<file path="src/design/rpn_pkg.sv">
// Shared types and constants for the reverse Polish stack calculator.
// Symbol codes, status codes and the request to the shared arithmetic unit.
// No dependencies.
package rpn_pkg;

	// Character codes of the recognised symbols
	localparam logic [7:0] SYM_0    = 8'h30;
	localparam logic [7:0] SYM_9    = 8'h39;
	localparam logic [7:0] SYM_ADD  = 8'h2B;
	localparam logic [7:0] SYM_SUB  = 8'h2D;
	localparam logic [7:0] SYM_MUL  = 8'h2A;
	localparam logic [7:0] SYM_DIV  = 8'h2F;
	localparam logic [7:0] SYM_SWAP = 8'h73;
	localparam logic [7:0] SYM_DOWN = 8'h64;
	localparam logic [7:0] SYM_UP   = 8'h75;

	// Status codes returned with each result
	localparam logic [1:0] ST_OK      = 2'd0;
	localparam logic [1:0] ST_UNDER   = 2'd1;
	localparam logic [1:0] ST_DIVZERO = 2'd2;
	localparam logic [1:0] ST_FULL    = 2'd3;

	typedef enum logic [1:0] {
		ALU_ADD = 2'd0,
		ALU_SUB = 2'd1,
		ALU_MUL = 2'd2,
		ALU_DIV = 2'd3
	} alu_op_t;

	// Request from the sequencer to the arithmetic unit
	typedef struct packed {
		logic    start;
		alu_op_t op;
	} alu_req_t;

endpackage

</file>
<file path="src/design/rpn_store.sv">
// Ring store of stack values: one write port, one registered read port.
// Depends on nothing; depth and address width are set by the top level.
module rpn_store #(
	parameter int DEPTH = 16,
	parameter int AW    = 4
) (
	input  logic          clk,
	input  logic          we,
	input  logic [AW-1:0] waddr,
	input  logic [31:0]   wdata,
	input  logic          re,
	input  logic [AW-1:0] raddr,
	output logic [31:0]   rdata
);

	logic [31:0] mem [DEPTH];

	// Write one entry
	always_ff @(posedge clk) begin
		if (we) begin
			mem[waddr] <= wdata;
		end
	end

	// Register the read data
	always_ff @(posedge clk) begin
		if (re) begin
			rdata <= mem[raddr];
		end
	end

endmodule

</file>
<file path="src/design/rpn_alu.sv">
// Shared arithmetic unit: add, subtract and multiply, and signed truncating
// division one quotient bit a cycle. Uses rpn_pkg.
module rpn_alu (
	input  logic              clk,
	input  logic              arst_n,
	input  rpn_pkg::alu_req_t req,
	input  logic [31:0]       a,
	input  logic [31:0]       b,
	output logic              done,
	output logic [31:0]       result
);
	import rpn_pkg::*;

	typedef enum logic [3:0] {
		A_IDLE = 4'b0001,
		A_DIV  = 4'b0010,
		A_SIGN = 4'b0100,
		A_DONE = 4'b1000
	} alu_state_t;

	alu_state_t  state_q;
	logic [4:0]  cnt_q;
	logic [31:0] rem_q;
	logic [31:0] quo_q;
	logic [31:0] mb_q;
	logic        neg_q;
	logic [31:0] result_q;

	logic [31:0] ma;
	logic [31:0] mb;
	logic [32:0] trial;
	logic [31:0] quick;

	// Operand magnitudes, one restoring step and the add, subtract or multiply result
	always_comb begin
		ma    = a[31] ? (32'd0 - a) : a;
		mb    = b[31] ? (32'd0 - b) : b;
		trial = {rem_q, quo_q[31]} - {1'b0, mb_q};
		case (req.op)
			ALU_ADD: quick = a + b;
			ALU_SUB: quick = a - b;
			default: quick = a * b;
		endcase
	end

	// Advance the unit's state
	always_ff @(posedge clk or negedge arst_n) begin
		if (!arst_n) begin
			state_q <= A_IDLE;
			cnt_q   <= '0;
		end else begin
			case (state_q)
				A_IDLE: begin
					if (req.start) begin
						cnt_q   <= '0;
						state_q <= (req.op == ALU_DIV) ? A_DIV : A_DONE;
					end
				end
				A_DIV: begin
					cnt_q <= cnt_q + 5'd1;
					if (cnt_q == 5'd31) begin
						state_q <= A_SIGN;
					end
				end
				A_SIGN:  state_q <= A_DONE;
				A_DONE:  state_q <= A_IDLE;
				default: state_q <= A_IDLE;
			endcase
		end
	end

	// Hold operands, sign, partial remainder, quotient and result
	always_ff @(posedge clk) begin
		case (state_q)
			A_IDLE: begin
				if (req.start) begin
					rem_q    <= '0;
					quo_q    <= ma;
					mb_q     <= mb;
					neg_q    <= a[31] ^ b[31];
					result_q <= quick;
				end
			end
			A_DIV: begin
				if (!trial[32]) begin
					rem_q <= trial[31:0];
					quo_q <= {quo_q[30:0], 1'b1};
				end else begin
					rem_q <= {rem_q[30:0], quo_q[31]};
					quo_q <= {quo_q[30:0], 1'b0};
				end
			end
			A_SIGN: begin
				result_q <= neg_q ? (32'd0 - quo_q) : quo_q;
			end
			default: ;
		endcase
	end

	assign done   = (state_q == A_DONE);
	assign result = result_q;

endmodule

</file>
<file path="src/design/rpn_stack_calculator.sv">
// Reverse Polish stack calculator: sequencer, ring store and shared ALU.
// Depends on rpn_pkg, rpn_store and rpn_alu.
//
//   Channel   Handshake              Payload
//   input     start & !busy          symbol[7:0]
//   result    valid (one cycle)      top_value[31:0] signed, depth[4:0], status[1:0]
//
// Divide is the longest item: the 32 quotient steps of the shared divider set
// its length.
// Every store access goes through the single write port and registered read port.
// After reset the stack is empty; the store needs no clearing pass.
// A result is shown for exactly one cycle; the receiver cannot stall it.
module rpn_stack_calculator #(
	parameter int STACK_DEPTH = 16
) (
	input  logic               clk,
	input  logic               arst_n,
	input  logic               start,
	output logic               busy,
	input  logic [7:0]         symbol,
	output logic               valid,
	output logic signed [31:0] top_value,
	output logic [4:0]         depth,
	output logic [1:0]         status
);
	import rpn_pkg::*;

	localparam int AW = $clog2(STACK_DEPTH);
	localparam int CW = $clog2(STACK_DEPTH + 1);
	localparam int SW = CW + 1;

	typedef enum logic [7:0] {
		S_IDLE   = 8'b00000001,
		S_DECODE = 8'b00000010,
		S_RD1    = 8'b00000100,
		S_RD2    = 8'b00001000,
		S_SWAP   = 8'b00010000,
		S_EXEC   = 8'b00100000,
		S_FETCH  = 8'b01000000,
		S_EMIT   = 8'b10000000
	} seq_state_t;

	// Ring index: (base + offset) mod depth, for a base below the depth and an offset up to it
	function automatic logic [AW-1:0] slot(input logic [AW-1:0] base,
		input logic [CW-1:0] off);
		logic [SW-1:0] sum;
		begin
			sum = SW'(base) + SW'(off);
			if (sum >= SW'(STACK_DEPTH)) begin
				sum = sum - SW'(STACK_DEPTH);
			end
			return sum[AW-1:0];
		end
	endfunction

	seq_state_t    state_q, state_d;
	logic [7:0]    sym_q;
	logic [CW-1:0] count_q, count_d;
	logic [AW-1:0] bottom_q, bottom_d;
	logic [1:0]    status_q, status_d;
	logic [31:0]   first_q, first_d;

	logic          mem_we;
	logic [AW-1:0] mem_waddr;
	logic [31:0]   mem_wdata;
	logic          mem_re;
	logic [AW-1:0] mem_raddr;
	logic [31:0]   mem_rdata;

	alu_req_t      alu_req;
	logic          alu_done;
	logic [31:0]   alu_result;

	logic [AW-1:0] top_slot, sec_slot, push_slot, bot_next, bot_prev;
	logic          is_digit, is_arith, is_swap, is_down, is_up;
	logic          two_plus, full;
	alu_op_t       arith_op;

	// Decode the held symbol and the ring positions
	always_comb begin
		top_slot  = slot(bottom_q, count_q - CW'(1));
		sec_slot  = slot(bottom_q, count_q - CW'(2));
		push_slot = slot(bottom_q, count_q);
		bot_next  = slot(bottom_q, CW'(1));
		bot_prev  = (bottom_q == '0) ? AW'(STACK_DEPTH - 1) : (bottom_q - AW'(1));
		is_digit  = (sym_q >= SYM_0) && (sym_q <= SYM_9);
		is_arith  = (sym_q == SYM_ADD) || (sym_q == SYM_SUB) ||
			(sym_q == SYM_MUL) || (sym_q == SYM_DIV);
		is_swap   = (sym_q == SYM_SWAP);
		is_down   = (sym_q == SYM_DOWN);
		is_up     = (sym_q == SYM_UP);
		two_plus  = (count_q >= CW'(2));
		full      = (count_q >= CW'(STACK_DEPTH));
		case (sym_q)
			SYM_ADD: arith_op = ALU_ADD;
			SYM_SUB: arith_op = ALU_SUB;
			SYM_MUL: arith_op = ALU_MUL;
			default: arith_op = ALU_DIV;
		endcase
	end

	// Sequence the store accesses and the ALU
	always_comb begin
		state_d       = state_q;
		count_d       = count_q;
		bottom_d      = bottom_q;
		status_d      = status_q;
		first_d       = first_q;
		mem_we        = 1'b0;
		mem_waddr     = top_slot;
		mem_wdata     = first_q;
		mem_re        = 1'b0;
		mem_raddr     = top_slot;
		alu_req.start = 1'b0;
		alu_req.op    = arith_op;
		case (state_q)
			S_IDLE: begin
				if (start) begin
					status_d = ST_OK;
					state_d  = S_DECODE;
				end
			end
			S_DECODE: begin
				state_d = S_FETCH;
				if (is_digit) begin
					if (full) begin
						status_d = ST_FULL;
					end else begin
						mem_we    = 1'b1;
						mem_waddr = push_slot;
						mem_wdata = 32'(sym_q - SYM_0);
						count_d   = count_q + CW'(1);
					end
				end else if (is_arith && !two_plus) begin
					status_d = ST_UNDER;
				end else if ((is_arith || is_swap || is_down || is_up) && two_plus) begin
					mem_re    = 1'b1;
					mem_raddr = is_down ? bottom_q : top_slot;
					state_d   = S_RD1;
				end
			end
			S_RD1: begin
				first_d = mem_rdata;
				if (is_down) begin
					mem_we    = 1'b1;
					mem_waddr = push_slot;
					mem_wdata = mem_rdata;
					bottom_d  = bot_next;
					state_d   = S_FETCH;
				end else if (is_up) begin
					mem_we    = 1'b1;
					mem_waddr = bot_prev;
					mem_wdata = mem_rdata;
					bottom_d  = bot_prev;
					state_d   = S_FETCH;
				end else begin
					mem_re    = 1'b1;
					mem_raddr = sec_slot;
					state_d   = S_RD2;
				end
			end
			S_RD2: begin
				if (is_swap) begin
					mem_we    = 1'b1;
					mem_waddr = top_slot;
					mem_wdata = mem_rdata;
					state_d   = S_SWAP;
				end else if ((sym_q == SYM_DIV) && (first_q == '0)) begin
					status_d = ST_DIVZERO;
					state_d  = S_FETCH;
				end else begin
					alu_req.start = 1'b1;
					state_d       = S_EXEC;
				end
			end
			S_SWAP: begin
				mem_we    = 1'b1;
				mem_waddr = sec_slot;
				mem_wdata = first_q;
				state_d   = S_FETCH;
			end
			S_EXEC: begin
				if (alu_done) begin
					mem_we    = 1'b1;
					mem_waddr = sec_slot;
					mem_wdata = alu_result;
					count_d   = count_q - CW'(1);
					state_d   = S_FETCH;
				end
			end
			S_FETCH: begin
				mem_re    = (count_q != '0);
				mem_raddr = top_slot;
				state_d   = S_EMIT;
			end
			S_EMIT:  state_d = S_IDLE;
			default: state_d = S_IDLE;
		endcase
	end

	// Advance control state
	always_ff @(posedge clk or negedge arst_n) begin
		if (!arst_n) begin
			state_q  <= S_IDLE;
			count_q  <= '0;
			bottom_q <= '0;
			status_q <= ST_OK;
		end else begin
			state_q  <= state_d;
			count_q  <= count_d;
			bottom_q <= bottom_d;
			status_q <= status_d;
		end
	end

	// Hold the symbol and the first operand
	always_ff @(posedge clk) begin
		if (state_q == S_IDLE && start) begin
			sym_q <= symbol;
		end
		first_q <= first_d;
	end

	rpn_store #(
		.DEPTH (STACK_DEPTH),
		.AW    (AW)
	) u_store (
		.clk   (clk),
		.we    (mem_we),
		.waddr (mem_waddr),
		.wdata (mem_wdata),
		.re    (mem_re),
		.raddr (mem_raddr),
		.rdata (mem_rdata)
	);

	// Operand a is the second value, b the top value
	rpn_alu u_alu (
		.clk    (clk),
		.arst_n (arst_n),
		.req    (alu_req),
		.a      (mem_rdata),
		.b      (first_q),
		.done   (alu_done),
		.result (alu_result)
	);

	// Drive the result transfer
	assign busy      = (state_q != S_IDLE);
	assign valid     = (state_q == S_EMIT);
	assign top_value = (count_q == '0) ? 32'sd0 : signed'(mem_rdata);
	assign depth     = 5'(count_q);
	assign status    = status_q;

endmodule

</file>
<file path="config.mk">
export PLATFORM = sky130hd
export DESIGN_NAME = rpn_stack_calculator
export DESIGN_NICKNAME = d
export VERILOG_FILES = /design/src/design/rpn_pkg.sv /design/src/design/rpn_store.sv /design/src/design/rpn_alu.sv /design/src/design/rpn_stack_calculator.sv
export SDC_FILE = /design/constraint.sdc
export NUM_CORES = 2
export LEC_CHECK = 0
export ABC_CLOCK_PERIOD_IN_PS = 10000
export BUFFER_PORTS_ARGS = -buffer_cell sky130_fd_sc_hd__buf_2
export CAP_MARGIN = 20
export CORE_MARGIN = 4
export CORE_UTILIZATION = 65
export DETAILED_ROUTE_END_ITERATION = 16
export GPL_TIMING_DRIVEN = 1
export PLACE_DENSITY_LB_ADDON = 0.1
export SLEW_MARGIN = 10
export SYNTH_ARGS = -nofsm -noshare
export SYNTH_HDL_FRONTEND = slang
export SYNTH_HIERARCHICAL = 1
export SYNTH_SLANG_ARGS = --single-unit
</file>
<file path="constraint.sdc">
create_clock -name clk -period 10 [get_ports clk]
set_input_delay 1 -clock clk [delete_from_list [all_inputs] [get_ports clk]]
set_output_delay 1 -clock clk [all_outputs]
set_load 0.01 [all_outputs]
</file>
---- Word-level counts from Yosys, hierarchy flattened ----
Memory sizes are Yosys's and may differ from the RTL's. A register that Yosys moved wholly into a read port is not among the register bits.
Index checks and enable logic that the tools add are counted.
cells by class
  $add $sub $neg .......................... 20
  reduce and logical (&&, ||, !) cells .... 30
  multiply operators ...................... 1
  equal/unequal tests ..................... 33
  muxes and demuxes ....................... 86
  order comparisons ....................... 8
  bitwise operators ....................... 1
operators by type and width
  cell                                                                    number
  32-bit two-way mux                                                      13
  32-bit one-hot mux with 2 select lines                                  4
  32-bit one-hot mux with 4 select lines                                  1
  1-bit by 32-bit subtractor with 32-bit output (first input constant)    3
  4-bit two-way mux                                                       21
  8-bit one-hot mux with 7 select lines                                   1
  7-bit two-way mux                                                       7
  8-bit by 6-bit equality test with 1-bit output (second input constant)  5
  33-bit by 32-bit subtractor with 33-bit output                          1
  32-bit adder                                                            1
  8-bit by 7-bit equality test with 1-bit output (second input constant)  4
  32-bit zero test                                                        1
  32-bit by 32-bit multiplier with 32-bit output                          1
  32-bit subtractor                                                       1
  31-bit two-way mux                                                      1
  5-bit two-way mux                                                       4
  5-bit one-hot mux with 2 select lines                                   2
  4-bit by 1-bit subtractor with 4-bit output (second input constant)     5
  4-bit by 5-bit adder with 6-bit output                                  3
  6-bit by 5-bit >= comparator with 1-bit output (second input constant)  3
  1-bit two-way mux                                                       17
  8-bit two-way mux                                                       2
  4-bit one-hot mux with 4 select lines                                   1
  2-bit inequality test (second input constant)                           7
  other kinds (44)                                                        70
storage, ports and cells
  input bits .............................. 11
  memories kept ........................... 1
  output and inout bits ................... 41
  logic and storage cells ................. 194
  bits in registers ....................... 197
  bits in writable memories ............... 512
memories
  memory       depth  width  read ports  clocked after Yosys merged registers in  write ports  RTL line         text
  u_store.mem  16     32     1           1                                        1            rpn_store.sv:16  logic [31:0] mem [DEPTH];

---- Logic depth before layout (Yosys ltp) ----
  depth after elaboration ................. 12
  gate-level depth with buffers ........... 31
  gate-level depth less buffers ........... 28

---- Modules after synthesis ----
Netlist, hierarchy kept.
modules (own cells, without submodules)
  module                seq. area each (um2)  area an instance (um2)  times used  cells an instance
  rpn_alu               4,100.2               27,252.4                1           3,043
  rpn_store             16,335.7              20,155.6                1           838
  rpn_stack_calculator  1,677.9               4,496.8                 1           470

---- Least setup slack after synthesis ----
OpenSTA, ideal clock, no wires.
  path kind ............................... flip-flop to flip-flop
  start ................................... register u_store.rdata[7] (read register of u_store.mem)
  end ..................................... register u_alu.result_q[31] (netlist: u_alu/result[31]), data pin
  cell stages (with the launch flop) ...... 30
  required time ........................... 9.741 ns
  clock period less this slack ............ 7.594 ns
  setup slack ............................. 2.406 ns
  arrival ................................. 7.335 ns
  library setup time ...................... 0.259 ns
  path buffers ............................ 2
  path through ............................ edfxtp_1 -> clkbuf_1 -> buf_1 -> nand2_1 -> fa_1 -> inv_1 -> fa_1 -> fa_1 -> inv_1 -> fa_1 -> inv_1 -> fa_1 -> inv_1 -> fa_1 -> inv_1 -> fa_1 -> inv_1 -> fa_1 -> inv_1 -> ha_1 -> a21oi_1 -> o21ai_1 -> o21bai_1 -> a41oi_1 -> o22ai_1 -> o41ai_1 -> o21ai_1 -> a21oi_1 -> xnor2_1 -> a211o_1
between the ends
  longest elaborated chain between the ends .. 4
  elaborated cells on any way between the ends .. 6
  those cells by class .................... add/sub (2); mul (1); mux (3)
ends and longest elaborated chain
  element                                                                 RTL line         text
  start: declaration                                                      rpn_store.sv:13  output logic [31:0] rdata
  32-bit by 32-bit multiplier with 32-bit output (tied with other cells)  rpn_alu.sv:42    default: quick = a * b;
  32-bit one-hot mux with 2 select lines (*)                              rpn_alu.sv:39    case (req.op)
  32-bit two-way mux (*)                                                  rpn_alu.sv:76    if (req.start) begin
  32-bit one-hot mux with 2 select lines (*)                              rpn_alu.sv:74    case (state_q)
  end signal: assignment                                                  rpn_alu.sv:81    result_q <= quick;
  end signal: assignment                                                  rpn_alu.sv:94    result_q <= neg_q ? (32'd0 - quo_q) : quo_q;
  end: declaration                                                        rpn_alu.sv:27    logic [31:0] result_q;
Mark *: on every way between the ends. The rest lies on a longest branch, timed or not. The select of a mux whose other input is x is not followed.
A chain may end at the register's enable or synchronous reset.

---- Worst setup path in the final report ----
  start ................................... register first_q[3]
  end ..................................... register u_alu.result_q[31] (netlist: u_alu/result[31]), data pin
between the ends
  longest elaborated chain between the ends .. 4
  elaborated cells on any way between the ends .. 6
  those cells by class .................... add/sub (2); mul (1); mux (3)
ends and longest elaborated chain
  element                                                                 RTL line                     text
  start: declaration                                                      rpn_stack_calculator.sv:61   logic [31:0] first_q, first_d;
  start signal: assignment                                                rpn_stack_calculator.sv:221  first_q <= first_d;
  32-bit by 32-bit multiplier with 32-bit output (tied with other cells)  rpn_alu.sv:42
  32-bit one-hot mux with 2 select lines (*)                              rpn_alu.sv:39
  32-bit two-way mux (*)                                                  rpn_alu.sv:76
  32-bit one-hot mux with 2 select lines (*)                              rpn_alu.sv:74
Marks and branches as above.

==> impl_metrics.csv <==
group,metric,value,unit
layout,layout-drive-gt1-share,0.115,
global_route,antenna_found_initial,4,
power,internal_power,6.53,mW
global_route,grt_pass1_vias,36300,
layout,final_cell_mix,"edfxtp_1 (713), inv_1 (497), nand2_1 (428)",
layout,nFillCells,5581,
timing,max_freq,118,MHz
clock_tree,numCtsBuffers,78,
drt,drc,0,
drt,drt_iter0_drc,4421,
synthesis,async_reset_ff_frac,0.0378,
synthesis,ys_seq_elements,741,
status,status,"finished clean",
synthesis,yosys-top-cells-area,"edfxtp_1 (41%), fa_1 (16%), mux4_2 (5.6%)",
power,power.density,174,nW/um2
clock_tree,cts_setup_buffers,0,
global_route,grt_usage,0.356,
power,seqPwrFrac,0.370,
floorplan,std_cell_rows,103,
critical_path,crit_type,"reg -> reg",
drt,wl_per_cell,27.0,um
timing,fin_setup_tns,0,ps
drt,routed_wl,148000,um
floorplan,dieArea,84400,um2
power,p_leak,22.4,nW
timing,maxSlewHeadroom,0.255,
clock_tree,clk_path_buf_depth,3,
floorplan,die_height,291,um
global_route,grt_max_degree,101,
timing,hold_viol,0,
synthesis,syn_area,51900,um2
timing,finalSetupViolations,0,
power,ir_worst_vdd,0.249,mV
synthesis,synth_warnings,6,
synthesis,synth.top_cell.area_share,0.412,
synthesis,syn_avg_cell_area,11.9,um2
place,hpwl,98100,um
timing,slew_viol_final,0,
synthesis,synth_cell_types,98,
worst_hold_path,hp-class,"in -> async",
power,swShare,0.333,
flow_run,max_cap_viol_count,0,
clock_tree,cts.htree.levels,3,
layout,postLayoutCoreUtil,0.710,
floorplan,die_w,291,um
power,clockPowerShare,0.303,
critical_path,start_kind,"flip-flop",
synthesis,synthFlopType,"edfxtp_1",
timing,hold_slack,361,ps
place,routabilityCongestion,1.02,
synthesis,synthCells,4351,
floorplan,io_pins,52,
drt,drt_pass1_iterations,7,
clock_tree,cts_resized,0,
synthesis,syn_nets,4987,
floorplan,start_util,0.656,
drt,vias,35000,
timing,period_needed,8490,ps
layout,mostFrequentLayoutCell,"edfxtp_1",
drt,via_per_inst,6.40,
clock_tree,cts_tree,"yes",
clock_tree,cts_hold_buffers,0,
synthesis,synth_edf_count,713,
synthesis,yosysTopAreaCell,"edfxtp_1",
power,p_comb_frac,0.327,
critical_path,cp_data_arrival_time,8840,ps
clock_tree,clk_pin_slew,70,ps
timing,rsz0062_at_grt,"no",
critical_path,cp.required,10350,ps
synthesis,synth-seq-area-share,0.426,
power,p_total,9.80,mW
drt,ant_nets,0,
timing,worstMarginPinSlew,1120,ps
clock_tree,root_buffer,"clkbuf_16",
global_route,grt-ovfl-total,0,
layout,nets,4994,
critical_path,endpoint_kind,"flip-flop",
clock_tree,clk_latency,680,ps
place,place.port_buffers,51,
clock_tree,cts.sinks,741,
floorplan,core,79100,um2
global_route,grt_pass1_wl,226000,um
layout,area_delta_synth_final,8.30,%
critical_path,crit_path_max_fanout,23,
timing,post-route-period-util,0.849,
power,switchingPower,3.27,mW
timing,finClkSkew,81.1,ps
## power by group through the flow
| stage | Combinational (mW) | Sequential (mW) | Clock (mW) |
|---|---|---|---|
| 2_1_floorplan | 2.19 | 3.66 | 0 |
| 4_1_cts | 3.12 | 3.62 | 3.00 |
| 3_5_place_dp | 3.08 | 3.69 | 0 |
| 3_3_place_gp | 3.04 | 3.69 | 0 |
| 6_report | 3.21 | 3.62 | 2.97 |
| 5_1_grt | 3.44 | 3.62 | 3.14 |
## synth_stat cells (110+ instances only)
cell type / n
o21ai_0: 110
nor2_1: 174
ha_1: 212
mux4_2: 128
fa_1: 413
and2_1: 314
edfxtp_1: 713
nand2_1: 429
inv_1: 497
xor2_1: 114
clkbuf_1: 184
xnor2_1: 159
## area by class of cell
class	count	area, um2	area share
clock inverter	48	624	0.0111
sequential	741	22100	0.393
multi-input combinational	2873	27100	0.482
antenna	2	5.00	0.0000890
tap	1050	1310	0.0234
inverter	499	1870	0.0333
timing repair buffer	165	1160	0.0207
clock buffer	94	2010	0.0358
## flip-flops by register name (all words and copies together), names as in the netlist
name / count
u_store/mem: 512
first_q: 32
u_alu/mb_q: 32
u_alu/quo_q: 32
u_alu/rem_q: 32
u_alu/result: 32
u_store/rdata: 32
state_q: 8
sym_q: 8
depth: 5
u_alu/cnt_q: 5
bottom_q: 4
u_alu/state_q: 4
status: 2
u_alu/neg_q: 1
## worst max-delay path, stage by stage (launching register included)
cell	delay, ps
edfxtp_1	610
buf_4	320
and2_1	180
fa_1	510
inv_1	60
fa_1	500
fa_1	500
fa_1	490
inv_1	50
fa_1	510
inv_1	50
fa_1	480
inv_1	50
fa_1	530
inv_1	60
fa_1	560
inv_1	60
ha_1	380
a21oi_1	220
o21ai_1	120
o21bai_1	170
a41oi_1	220
o22ai_1	120
o41ai_1	690
o21ai_1	120
a21oi_1	210
xnor2_1	110
a211o_1	320
## logic make-up after synthesis
| logic type | count (synthesis) | synth area share |
|---|---|---|
| and+or+nand+nor | 1218 | 0.121 |
| DFF | 741 | 0.426 |
| buffers and inverters | 737 | 0.0559 |
| adders and majority gates | 625 | 0.210 |
| AOI/OAI and AO/OA | 589 | 0.0776 |
| xor gates and xnor gates | 273 | 0.0461 |
| muxes | 168 | 0.0633 |
## path summary, 6_finish.rpt
path | slack [ps] | to | from | cells after the start
worst max register to register | 1510 | u_alu/result[31] | first_q[3] | 27
max in group asynchronous | 9200 | u_alu/cnt_q[2] | arst_n | 1
min in group clk | 500 | sym_q[0] | symbol[0] | 1
worst max-delay path | 1510 | u_alu/result[31] | first_q[3] | 27
worst min-delay path | 360 | depth[2] | arst_n | 1
worst min register to register | 510 | u_alu/cnt_q[2] | u_alu/cnt_q[2] | 1
## per-stage QoR
stage               instances  instance area [um2]  worst slack, ps
global route             5470                56200             1220
CTS                      5468                56200             1620
global placement         5326                53500             1850
detailed placement       5326                53500             1660
floorplan                4351                51900             2410
finish                   5472                56200             1510
## layer usage
layer | global-route usage | wire length [um] | vias up
met4 | 0.154 | 7410 | 6
met2 | 0.564 | 69100 | 2064
met3 | 0.0663 | 15400 | 404
met5 | 0 | 23 | -
li1 | - | - | 15000
met1 | 0.489 | 55600 | 17500
(Power assumes the default switching activity.)
